<file path="config.mk">
export PLATFORM = sky130hd
export DESIGN_NAME = json_string_unescape
export DESIGN_NICKNAME = d
export VERILOG_FILES = /design/src/rtl/jsu_pkg.sv /design/src/rtl/jsu_decode.sv /design/src/rtl/jsu_emit.sv /design/src/rtl/json_string_unescape.sv
export SDC_FILE = /design/constraint.sdc
export NUM_CORES = 1
export LEC_CHECK = 0
export BUFFER_PORTS_ARGS = -buffer_cell sky130_fd_sc_hd__buf_2
export CAP_MARGIN = 30
export CORE_MARGIN = 3
export CORE_UTILIZATION = 55
export DETAILED_ROUTE_END_ITERATION = 8
export PLACE_DENSITY = 0.79
export SKIP_LAST_GASP = 1
export SYNTH_ARGS = -nofsm -noshare
export SYNTH_HDL_FRONTEND = slang
export SYNTH_HIERARCHICAL = 1
export SYNTH_SLANG_ARGS = --single-unit
</file>
<file path="constraint.sdc">
create_clock -name clk -period 3.7 [get_ports clk]
set_input_delay 0.37 -clock clk [delete_from_list [all_inputs] [get_ports clk]]
set_output_delay 0.37 -clock clk [all_outputs]
set_load 0.005 [all_outputs]
</file>
<file path="src/rtl/jsu_pkg.sv">
// ----------------------------------------------------------------------------
// jsu_pkg
// shared types, codes and helpers for the json string unescaper
// ----------------------------------------------------------------------------
package jsu_pkg;

    // parse state
    typedef enum logic [1:0] {
        MODE_AWAIT = 2'd0,
        MODE_STR   = 2'd1,
        MODE_ESC   = 2'd2,
        MODE_HEX   = 2'd3
    } mode_t;

    // result kinds
    typedef enum logic [1:0] {
        KIND_DATA = 2'd0,
        KIND_DONE = 2'd1,
        KIND_ERR  = 2'd2
    } kind_t;

    // error codes
    typedef enum logic [2:0] {
        ERR_NO_QUOTE   = 3'd0,
        ERR_END_STR    = 3'd1,
        ERR_END_ESC    = 3'd2,
        ERR_END_HEX    = 3'd3,
        ERR_BAD_HEX    = 3'd4,
        ERR_BAD_ESC    = 3'd5,
        ERR_CTRL       = 3'd6,
        ERR_UNUSED     = 3'd7
    } err_t;

    localparam int unsigned MAX_RESULTS = 3;

    // ascii codes
    localparam logic [7:0] CH_QUOTE = 8'h22;
    localparam logic [7:0] CH_BSLASH = 8'h5c;
    localparam logic [7:0] CH_SLASH = 8'h2f;
    localparam logic [7:0] CH_B = 8'h62;
    localparam logic [7:0] CH_F = 8'h66;
    localparam logic [7:0] CH_N = 8'h6e;
    localparam logic [7:0] CH_R = 8'h72;
    localparam logic [7:0] CH_T = 8'h74;
    localparam logic [7:0] CH_U = 8'h75;
    localparam logic [7:0] CH_SPACE = 8'h20;

    // utf-8 boundaries and lead marks
    localparam logic [15:0] UTF_MAX1 = 16'h007f;
    localparam logic [15:0] UTF_MAX2 = 16'h07ff;
    localparam logic [7:0] UTF_LEAD2 = 8'hc0;
    localparam logic [7:0] UTF_LEAD3 = 8'he0;
    localparam logic [7:0] UTF_CONT = 8'h80;

    typedef struct packed {
        kind_t      kind;
        logic [7:0] data;
        err_t       err;
        logic       last;
    } res_t;

    // up to three results produced by one text item
    typedef struct packed {
        logic [1:0]           count;
        res_t [MAX_RESULTS-1:0] slot;
    } group_t;

    function automatic res_t res_data(input logic [7:0] d);
        res_t r;
        r.kind = KIND_DATA;
        r.data = d;
        r.err  = ERR_NO_QUOTE;
        r.last = 1'b0;
        return r;
    endfunction

    function automatic res_t res_done();
        res_t r;
        r.kind = KIND_DONE;
        r.data = 8'h00;
        r.err  = ERR_NO_QUOTE;
        r.last = 1'b0;
        return r;
    endfunction

    function automatic res_t res_err(input err_t e);
        res_t r;
        r.kind = KIND_ERR;
        r.data = 8'h00;
        r.err  = e;
        r.last = 1'b0;
        return r;
    endfunction

    // {valid, nibble} of an ascii hex digit
    function automatic logic [4:0] hex_value(input logic [7:0] b);
        logic [7:0] t;
        t = 8'h00;
        if (b inside {[8'h30:8'h39]}) begin
            t = b - 8'h30;
            return {1'b1, t[3:0]};
        end
        if (b inside {[8'h41:8'h46]}) begin
            t = b - 8'h37;
            return {1'b1, t[3:0]};
        end
        if (b inside {[8'h61:8'h66]}) begin
            t = b - 8'h57;
            return {1'b1, t[3:0]};
        end
        return 5'd0;
    endfunction

endpackage

</file>
<file path="src/rtl/jsu_decode.sv">
// ----------------------------------------------------------------------------
// jsu_decode
// parse state and per-byte decode into a group of up to three results
// ----------------------------------------------------------------------------
module jsu_decode
(
    input  logic            clk,
    input  logic            rst_n,
    input  logic            fire,
    input  logic [7:0]      text_byte,
    input  logic            end_mark,
    output jsu_pkg::group_t grp
);
    import jsu_pkg::*;

    mode_t       mode_reg;
    mode_t       mode_next;
    logic [1:0]  hex_cnt_reg;
    logic [1:0]  hex_cnt_next;
    logic [15:0] hex_code_reg;
    logic [15:0] hex_code_next;
    logic [4:0]  hv;
    logic [15:0] code_full;

    assign hv        = hex_value(text_byte);
    assign code_full = {hex_code_reg[11:0], hv[3:0]};

    // next state
    always_comb
    begin
        mode_next     = mode_reg;
        hex_cnt_next  = hex_cnt_reg;
        hex_code_next = hex_code_reg;
        case (mode_reg)
            MODE_AWAIT:
            begin
                if (!end_mark && text_byte == CH_QUOTE)
                begin
                    mode_next = MODE_STR;
                end
            end
            MODE_STR:
            begin
                if (end_mark || text_byte == CH_QUOTE || text_byte < CH_SPACE)
                begin
                    mode_next = MODE_AWAIT;
                end
                else if (text_byte == CH_BSLASH)
                begin
                    mode_next = MODE_ESC;
                end
            end
            MODE_ESC:
            begin
                if (end_mark)
                begin
                    mode_next = MODE_AWAIT;
                end
                else if (text_byte == CH_U)
                begin
                    mode_next     = MODE_HEX;
                    hex_cnt_next  = 2'd0;
                    hex_code_next = 16'h0000;
                end
                else if (text_byte inside {CH_QUOTE, CH_BSLASH, CH_SLASH,
                                           CH_B, CH_F, CH_N, CH_R, CH_T})
                begin
                    mode_next = MODE_STR;
                end
                else
                begin
                    mode_next = MODE_AWAIT;
                end
            end
            MODE_HEX:
            begin
                if (end_mark || !hv[4])
                begin
                    mode_next     = MODE_AWAIT;
                    hex_cnt_next  = 2'd0;
                    hex_code_next = 16'h0000;
                end
                else if (hex_cnt_reg == 2'd3)
                begin
                    mode_next     = MODE_STR;
                    hex_cnt_next  = 2'd0;
                    hex_code_next = 16'h0000;
                end
                else
                begin
                    hex_cnt_next  = hex_cnt_reg + 2'd1;
                    hex_code_next = code_full;
                end
            end
            default:
            begin
                mode_next = MODE_AWAIT;
            end
        endcase
    end

    // results
    always_comb
    begin
        grp = '0;
        case (mode_reg)
            MODE_AWAIT:
            begin
                if (end_mark || text_byte != CH_QUOTE)
                begin
                    grp.count   = 2'd1;
                    grp.slot[0] = res_err(ERR_NO_QUOTE);
                end
            end
            MODE_STR:
            begin
                grp.count = 2'd1;
                if (end_mark)
                begin
                    grp.slot[0] = res_err(ERR_END_STR);
                end
                else if (text_byte == CH_QUOTE)
                begin
                    grp.slot[0] = res_done();
                end
                else if (text_byte == CH_BSLASH)
                begin
                    grp.count = 2'd0;
                end
                else if (text_byte < CH_SPACE)
                begin
                    grp.slot[0] = res_err(ERR_CTRL);
                end
                else
                begin
                    grp.slot[0] = res_data(text_byte);
                end
            end
            MODE_ESC:
            begin
                grp.count = 2'd1;
                if (end_mark)
                begin
                    grp.slot[0] = res_err(ERR_END_ESC);
                end
                else
                begin
                    case (text_byte)
                        CH_QUOTE, CH_BSLASH, CH_SLASH: grp.slot[0] = res_data(text_byte);
                        CH_B:    grp.slot[0] = res_data(8'h08);
                        CH_F:    grp.slot[0] = res_data(8'h0c);
                        CH_N:    grp.slot[0] = res_data(8'h0a);
                        CH_R:    grp.slot[0] = res_data(8'h0d);
                        CH_T:    grp.slot[0] = res_data(8'h09);
                        CH_U:    grp.count = 2'd0;
                        default: grp.slot[0] = res_err(ERR_BAD_ESC);
                    endcase
                end
            end
            MODE_HEX:
            begin
                if (end_mark)
                begin
                    grp.count   = 2'd1;
                    grp.slot[0] = res_err(ERR_END_HEX);
                end
                else if (!hv[4])
                begin
                    grp.count   = 2'd1;
                    grp.slot[0] = res_err(ERR_BAD_HEX);
                end
                else if (hex_cnt_reg == 2'd3)
                begin
                    // utf-8 encode of the completed code
                    if (code_full <= UTF_MAX1)
                    begin
                        grp.count   = 2'd1;
                        grp.slot[0] = res_data(code_full[7:0]);
                    end
                    else if (code_full <= UTF_MAX2)
                    begin
                        grp.count   = 2'd2;
                        grp.slot[0] = res_data(UTF_LEAD2 | {3'b000, code_full[10:6]});
                        grp.slot[1] = res_data(UTF_CONT | {2'b00, code_full[5:0]});
                    end
                    else
                    begin
                        grp.count   = 2'd3;
                        grp.slot[0] = res_data(UTF_LEAD3 | {4'h0, code_full[15:12]});
                        grp.slot[1] = res_data(UTF_CONT | {2'b00, code_full[11:6]});
                        grp.slot[2] = res_data(UTF_CONT | {2'b00, code_full[5:0]});
                    end
                end
            end
            default:
            begin
                grp.count = 2'd0;
            end
        endcase
        case (grp.count)
            2'd1:    grp.slot[0].last = 1'b1;
            2'd2:    grp.slot[1].last = 1'b1;
            2'd3:    grp.slot[2].last = 1'b1;
            default: grp.slot[0].last = 1'b0;
        endcase
    end

    always_ff @(posedge clk or negedge rst_n)
    begin
        if (!rst_n)
        begin
            mode_reg     <= MODE_AWAIT;
            hex_cnt_reg  <= 2'd0;
            hex_code_reg <= 16'h0000;
        end
        else if (fire)
        begin
            mode_reg     <= mode_next;
            hex_cnt_reg  <= hex_cnt_next;
            hex_code_reg <= hex_code_next;
        end
    end

endmodule

</file>
<file path="src/rtl/jsu_emit.sv">
// ----------------------------------------------------------------------------
// jsu_emit
// result register holding one group and handing it out one transfer at a time
// ----------------------------------------------------------------------------
module jsu_emit
(
    input  logic            clk,
    input  logic            rst_n,
    input  logic            load,
    input  jsu_pkg::group_t grp,
    output logic            grp_ready,
    output logic            result_valid,
    input  logic            result_ready,
    output jsu_pkg::res_t   head
);
    import jsu_pkg::*;

    logic [1:0]             count_reg;
    logic [1:0]             count_next;
    res_t [MAX_RESULTS-1:0] slot_reg;
    res_t [MAX_RESULTS-1:0] slot_next;
    logic                   out_fire;

    assign result_valid = (count_reg != 2'd0);
    assign out_fire     = result_valid && result_ready;
    // free now, or the last held result leaves this cycle
    assign grp_ready    = (count_reg == 2'd0) || (count_reg == 2'd1 && result_ready);
    assign head         = slot_reg[0];

    always_comb
    begin
        count_next = count_reg;
        slot_next  = slot_reg;
        if (load)
        begin
            count_next = grp.count;
            slot_next  = grp.slot;
        end
        else if (out_fire)
        begin
            count_next = count_reg - 2'd1;
            slot_next  = {slot_reg[MAX_RESULTS-1], slot_reg[MAX_RESULTS-1:1]};
        end
    end

    always_ff @(posedge clk or negedge rst_n)
    begin
        if (!rst_n)
        begin
            count_reg <= 2'd0;
        end
        else
        begin
            count_reg <= count_next;
        end
    end

    always_ff @(posedge clk)
    begin
        slot_reg <= slot_next;
    end

endmodule

</file>
<file path="src/rtl/json_string_unescape.sv">
// ----------------------------------------------------------------------------
// json_string_unescape
// path: a text byte accepted into the input register is decoded into the result
// register, whose head drives the result port; one register stage on each side
// throughput: one text byte per cycle while the result register can take each group;
// a \u code of two or three utf-8 bytes holds the input while the result register drains
// reset: rst_n clears the parse state to awaiting an opening quote and empties
// both the input and the result registers
// ----------------------------------------------------------------------------
module json_string_unescape
(
    input  logic       clk,
    input  logic       rst_n,
    // text channel
    input  logic       text_valid,
    output logic       text_ready,
    input  logic [7:0] text_byte,
    input  logic       end_mark,
    // result channel
    output logic       result_valid,
    input  logic       result_ready,
    output logic [1:0] kind,
    output logic [7:0] out_byte,
    output logic [2:0] error_code,
    output logic       run_last
);
    import jsu_pkg::*;

    // input register
    logic       in_valid_reg;
    logic       in_valid_next;
    logic [7:0] in_byte_reg;
    logic       in_end_reg;

    // decode handshake
    logic   grp_ready;
    logic   dec_fire;
    group_t grp;
    res_t   head;

    // a held byte is decoded once the result register can take its group
    assign dec_fire   = in_valid_reg && grp_ready;
    // the input register refills in the same cycle its byte moves on
    assign text_ready = !in_valid_reg || grp_ready;

    always_comb
    begin
        in_valid_next = in_valid_reg;
        if (text_valid && text_ready)
        begin
            in_valid_next = 1'b1;
        end
        else if (dec_fire)
        begin
            in_valid_next = 1'b0;
        end
    end

    always_ff @(posedge clk or negedge rst_n)
    begin
        if (!rst_n)
        begin
            in_valid_reg <= 1'b0;
        end
        else
        begin
            in_valid_reg <= in_valid_next;
        end
    end

    // payload, no reset needed
    always_ff @(posedge clk)
    begin
        if (text_valid && text_ready)
        begin
            in_byte_reg <= text_byte;
            in_end_reg  <= end_mark;
        end
    end

    // parse state and per-byte decode
    jsu_decode u_decode
    (
        .clk       (clk),
        .rst_n     (rst_n),
        .fire      (dec_fire),
        .text_byte (in_byte_reg),
        .end_mark  (in_end_reg),
        .grp       (grp)
    );

    // result register, one transfer per result
    jsu_emit u_emit
    (
        .clk          (clk),
        .rst_n        (rst_n),
        .load         (dec_fire),
        .grp          (grp),
        .grp_ready    (grp_ready),
        .result_valid (result_valid),
        .result_ready (result_ready),
        .head         (head)
    );

    assign kind       = head.kind;
    assign out_byte   = head.data;
    assign error_code = head.err;
    assign run_last   = head.last;

endmodule
</file>
### Word-level counts from Yosys, hierarchy flattened

Cells that the tools add are included.

* register bits: 70
* output and inout port bits: 16
* word-level logic and storage cells: 153

* add/subtract/negate cells: 5
* order comparisons: 9
* equality and inequality tests: 23
* mux-type cells: 69
* reduce and logical (&&, ||, !) cells: 28

Operator list (number)
* $mux W28: 5
* $mux W14: 9
* $pmux W14 S7: 1
* $mux W12: 5
* $eq A8 B7 Y1 const B: 7
* $pmux W14 S4: 1
* $mux W44: 1
* $mux W42: 1
* $mux W2: 19
* $mux W5: 6
* $mux W24: 1
* $pmux W12 S2: 1
* $eq A8 B6 Y1 const B: 2
* $ge A8 B7 Y1 const B: 2
* $le A16 B11 Y1 const B: 1
* $le A16 B7 Y1 const B: 1
* $le A8 B7 Y1 const B: 2
* $pmux W2 S4: 2
* $mux W1: 15
* $eq A2 B2 Y1 const B: 5
* $ge A8 B6 Y1 const B: 1
* $le A8 B6 Y1 const B: 1
* $logic_and A1 B1 Y1: 8
* $lt A8 B6 Y1 const B: 1
* other kinds (19): 36

### Longest topological paths before layout

* depth in word-level cells: 20
* mapped depth: 12
* depth with buffers taken out: 10

### Hierarchy

The synthesis kept the hierarchy.

By module, submodules not included
* jsu_emit: instances 1, cells each 121, area an instance 2014.4 sq um, seq. area each 1311.3 sq um
* jsu_decode: instances 1, cells each 234, area an instance 1874.3 sq um, seq. area each 400.4 sq um
* json_string_unescape: instances 1, cells each 14, area an instance 330.3 sq um, seq. area each 295.3 sq um

### Worst setup path before layout

No wires, ideal clock.

* path type: flip-flop to flip-flop
* start: reg in_byte_reg[0]
* end: reg u_emit.slot_reg, in the netlist u_emit/head[7] (data pin)
* library setup time: 0.260 ns
* arrival: 2.354 ns
* data required time: 3.440 ns
* slack: 1.086 ns
* stages on the path, launching flop included: 11
* path buffers: 1
* period minus slack after synthesis: 2.614 ns
* path through: edfxtp_1 -> clkbuf_1 -> inv_1 -> ha_1 -> mux2_1 -> and3_1 -> a211oi_1 -> a21oi_1 -> a221oi_1 -> a21oi_1 -> mux2_2

RTL lines
* start: declaration: line json_string_unescape.sv:32 `logic [7:0] in_byte_reg;`
* start signal: assignment: line json_string_unescape.sv:76 `in_byte_reg <= text_byte;`
* end signal: assignment: line jsu_emit.sv:60 `slot_reg <= slot_next;`
* end: declaration: line jsu_emit.sv:20 `res_t [MAX_RESULTS-1:0] slot_reg;`

==> metrics.md <==
| Metric | Value |
|---|---|
| Placed Instances | ~470 |
| Initial Utilization | 57.55% |
| Setup-failing EPs final | 0 |
| Largest cells by area after synthesis | edfxtp_1, dfrtp_1, buf_4 |
| WL/cell | between 15 and 20 µm |
| DP HPWL | 5.992 mm |
| Post-Synthesis Cells | roughly 370 |
| Slew at the pin closest to its max-slew limit | ~700 ps |
| Max Cap Viol | 0 |
| First-pass GRT wire length | between 10 and 15 mm |
| Die height | approximately 94 µm |
| Fmax | about 330 MHz |
| Flop pwr share | 44.2% |
| Vias in the first global route | ~2700 |
| DR vias | between 2000 and 3000 |
| Clock-pin slew on the worst setup and hold paths | about 80 ps |
| Clock Latency Late Sink | ~350 ps |
| Skew final | between 7 and 8 ps |
| Largest area contributor in the netlist | edfxtp_1 |
| Synthesis Warnings | 6 |
| Critical Path Fanout Max | 10 |
| Post-Syn Area | approximately 4200 µm² |
| Critical Path RT | 3800 ps |
| Post-synth EDFFs | 51 |
| Async SR Flop Fraction | around 27% |
| Top-area cell type share of the netlist area | 36.30% |
| Gate power share | roughly 37% |
| ANT cells | 0 |
| H-tree depth | 3 |
| Endpoint class of the critical path | flop |
| Die Area | slightly below 9000 µm² |
| Final Hold Violating Endpoints | 0 |
| Final Cycle Share | ~83% |
| Area growth syn-to-layout | 5.605% |
| Clk pwr share | approximately a fifth |
| Largest net degree at the start of global routing | 33 |
| I/O pins | 29 |
| Sink Count | 70 |
| Via density | a little under 6 |
| Setup TNS | 0 ps |
| CP Launch Type | flop |
| HP Class | in -> reg |
| Switch Pwr | approximately 1.1 mW |
| P_int | between 2 and 2.5 mW |
| DR DRC count | 0 |
| Worst relative slew slack | a little over half |
| Seq/Total Area, Yosys | between 40% and 50% |
| Yosys reg bits | 70 |
| Max reg flops | 28 |
| RSZ-0062 raised after global routing | false |
| Grt ovf | 0 |
| Nets@finish | about 400 |
| Post-route minimum period | between 3000 and 4000 ps |
| Clock buffer count from CTS | 9 |
| Worst Path Class, Setup | reg -> reg |
| Core Footprint | 7331 µm² |
| Port bufs | 28 |
| DR pass1 iterations | 5 |
| Clk buf depth | 2 |
| Lkg Pwr | 1.810 nW |
| Outcome | completed |
| Peak VDD IR | just under 0.4 mV |
| Clk root buf | clkbuf_8 |
| Sw frac | approximately a third |
| Final std cells w/o fill | 485 |
| WL final | approximately 8.6 mm |
| Total track usage | between 20% and 30% |
| Final Wtd Congestion | roughly 0.95 |
| Number of core rows | 31 |
| Fin. max-slew vios | 0 |
| Avg Cell Area, Syn | roughly 11 µm² |
| Initial drt markers | 280 |
| Post-CTS setup buffer count | 0 |
| Share of cells above drive strength 1 | roughly a quarter |
| CTS tree | yes |
| ANT nets after route | 0 |
| Die width | about 94 µm |
| Synth Flop Type | edfxtp_1 |
| Synth cell types | between 60 and 70 |
| CP arrival | ~3200 ps |
| Initial antenna violation count | 0 |
| Pwr/cell area | approximately 700 nW/µm² |
## final timing paths
check	startpoint	end	slack, ps	cells past startpoint
setup reg to reg	in_byte_reg[3]	u_emit/head[0]	640	8
setup / recovery	in_byte_reg[3]	u_emit/head[0]	640	8
min in group asynchronous	rst_n	u_emit/count_reg[1]	500	2
max in group asynchronous	rst_n	u_decode/hex_code_reg[3]	2880	2
hold reg to reg	u_decode/hex_cnt_reg[1]	u_decode/hex_cnt_reg[1]	520	2
hold / removal	text_byte[4]	in_byte_reg[4]	190	1
## power by group through the flow
| stage | Combinational [mW] | Clock [mW] | Sequential [mW] |
|---|---|---|---|
| after floorplan | 1.03 | 0 | 1.33 |
| after global placement | 1.12 | 0 | 1.39 |
| after detailed placement | 1.15 | 0 | 1.40 |
| after CTS | 1.16 | 0.592 | 1.39 |
| after global routing | 1.26 | 0.635 | 1.42 |
| final | 1.16 | 0.585 | 1.38 |
## layer usage
metal  GRT usage, %  part of all wire [%]  up-vias  routed length (µm)
met5              0                     0        -                   0
met4          4.934                   1.0        0                  89
met3          5.551                   9.0       18                 768
met2          31.03                    45      135                3861
met1          29.83                    45     1387                3859
li1               -                     -     1346                   -
## what timing repair did
action,4_1_cts,5_1_grt
hold buffers,1,0
endpoints found under the hold margin,19,0
resized for setup,0,0
## layout make-up
type | count | area [µm²]
flip-flops and latches | 70 | 2007
clock inverters | 7 | 61.31
clock buffers | 9 | 123.9
fillers | 587 | 2875
inverters | 12 | 45.04
well taps | 99 | 123.9
multi-input cells | 255 | 1914
repair buffers | 33 | 180.2
## cells in the mapped netlist (3+ instances only)
library cell / number
edfxtp_1: 51
buf_4: 29
nor2_1: 26
and2_1: 21
a22o_1: 19
dfrtp_1: 19
nand2_1: 19
mux2_2: 16
a21oi_1: 14
mux2_4: 14
ha_1: 13
clkbuf_1: 9
inv_1: 9
nand2b_1: 7
nor2b_1: 7
o21ai_0: 6
and3_1: 5
o21ai_1: 5
a22oi_1: 4
nor3_1: 4
a31oi_1: 3
buf_6: 3
nand4_1: 3
nor3b_1: 3
o21a_1: 3
## through the flow
step	setup slack [ps]	util [%]	total power, mW	hold slack (ps)	instance area [µm²]
after floorplan	1086	-	2.360	74.41	4260
after global placement	757.9	58.12	2.512	344.5	4260
after detailed placement	744.8	58.12	2.552	341.6	4260
after CTS	714.1	60.78	3.136	183.2	4456
after global routing	493.7	60.78	3.311	177.0	4456
final	642.1	60.78	3.130	194.3	4456
## cells by family (layout without fill, tap and decap cells)
kind of cell	after synthesis	after routing	synth area share, %
other cells	1	12	0.08888
compound gates	77	77	13.73
xor+xnor	2	2	0.4153
fa+ha+maj	13	13	3.855
buf+inv	55	61	8.066
mux	32	32	9.757
simple gates	119	119	16.52
flops	70	70	47.57
## cells in the final DEF, fill, tap and decap left out, types with 6 or more instances in the layout
cell type  synthesis  routed
edfxtp_1          51      51
buf_2              2      28
nor2_1            26      26
and2_1            21      20
dfrtp_1           19      19
nand2_1           19      19
a22o_1            19      19
mux2_2            16      16
a21oi_1           14      14
mux2_4            14      14
ha_1              13      13
conb_1             1      12
clkbuf_8           0       9
inv_1              9       9
nand2b_1           7       7
nor2b_1            7       7
o21ai_0            6       6
## worst max-delay path, cell delays in order (launching register included)
cell      delay [ps]
edfxtp_1         570
or4b_4           620
a311oi_4         390
nor2_1           120
nor3_2           370
nand2_1          270
clkinv_1         150
nor2_1            50
mux2_2           260
(Power assumes the default switching activity.)
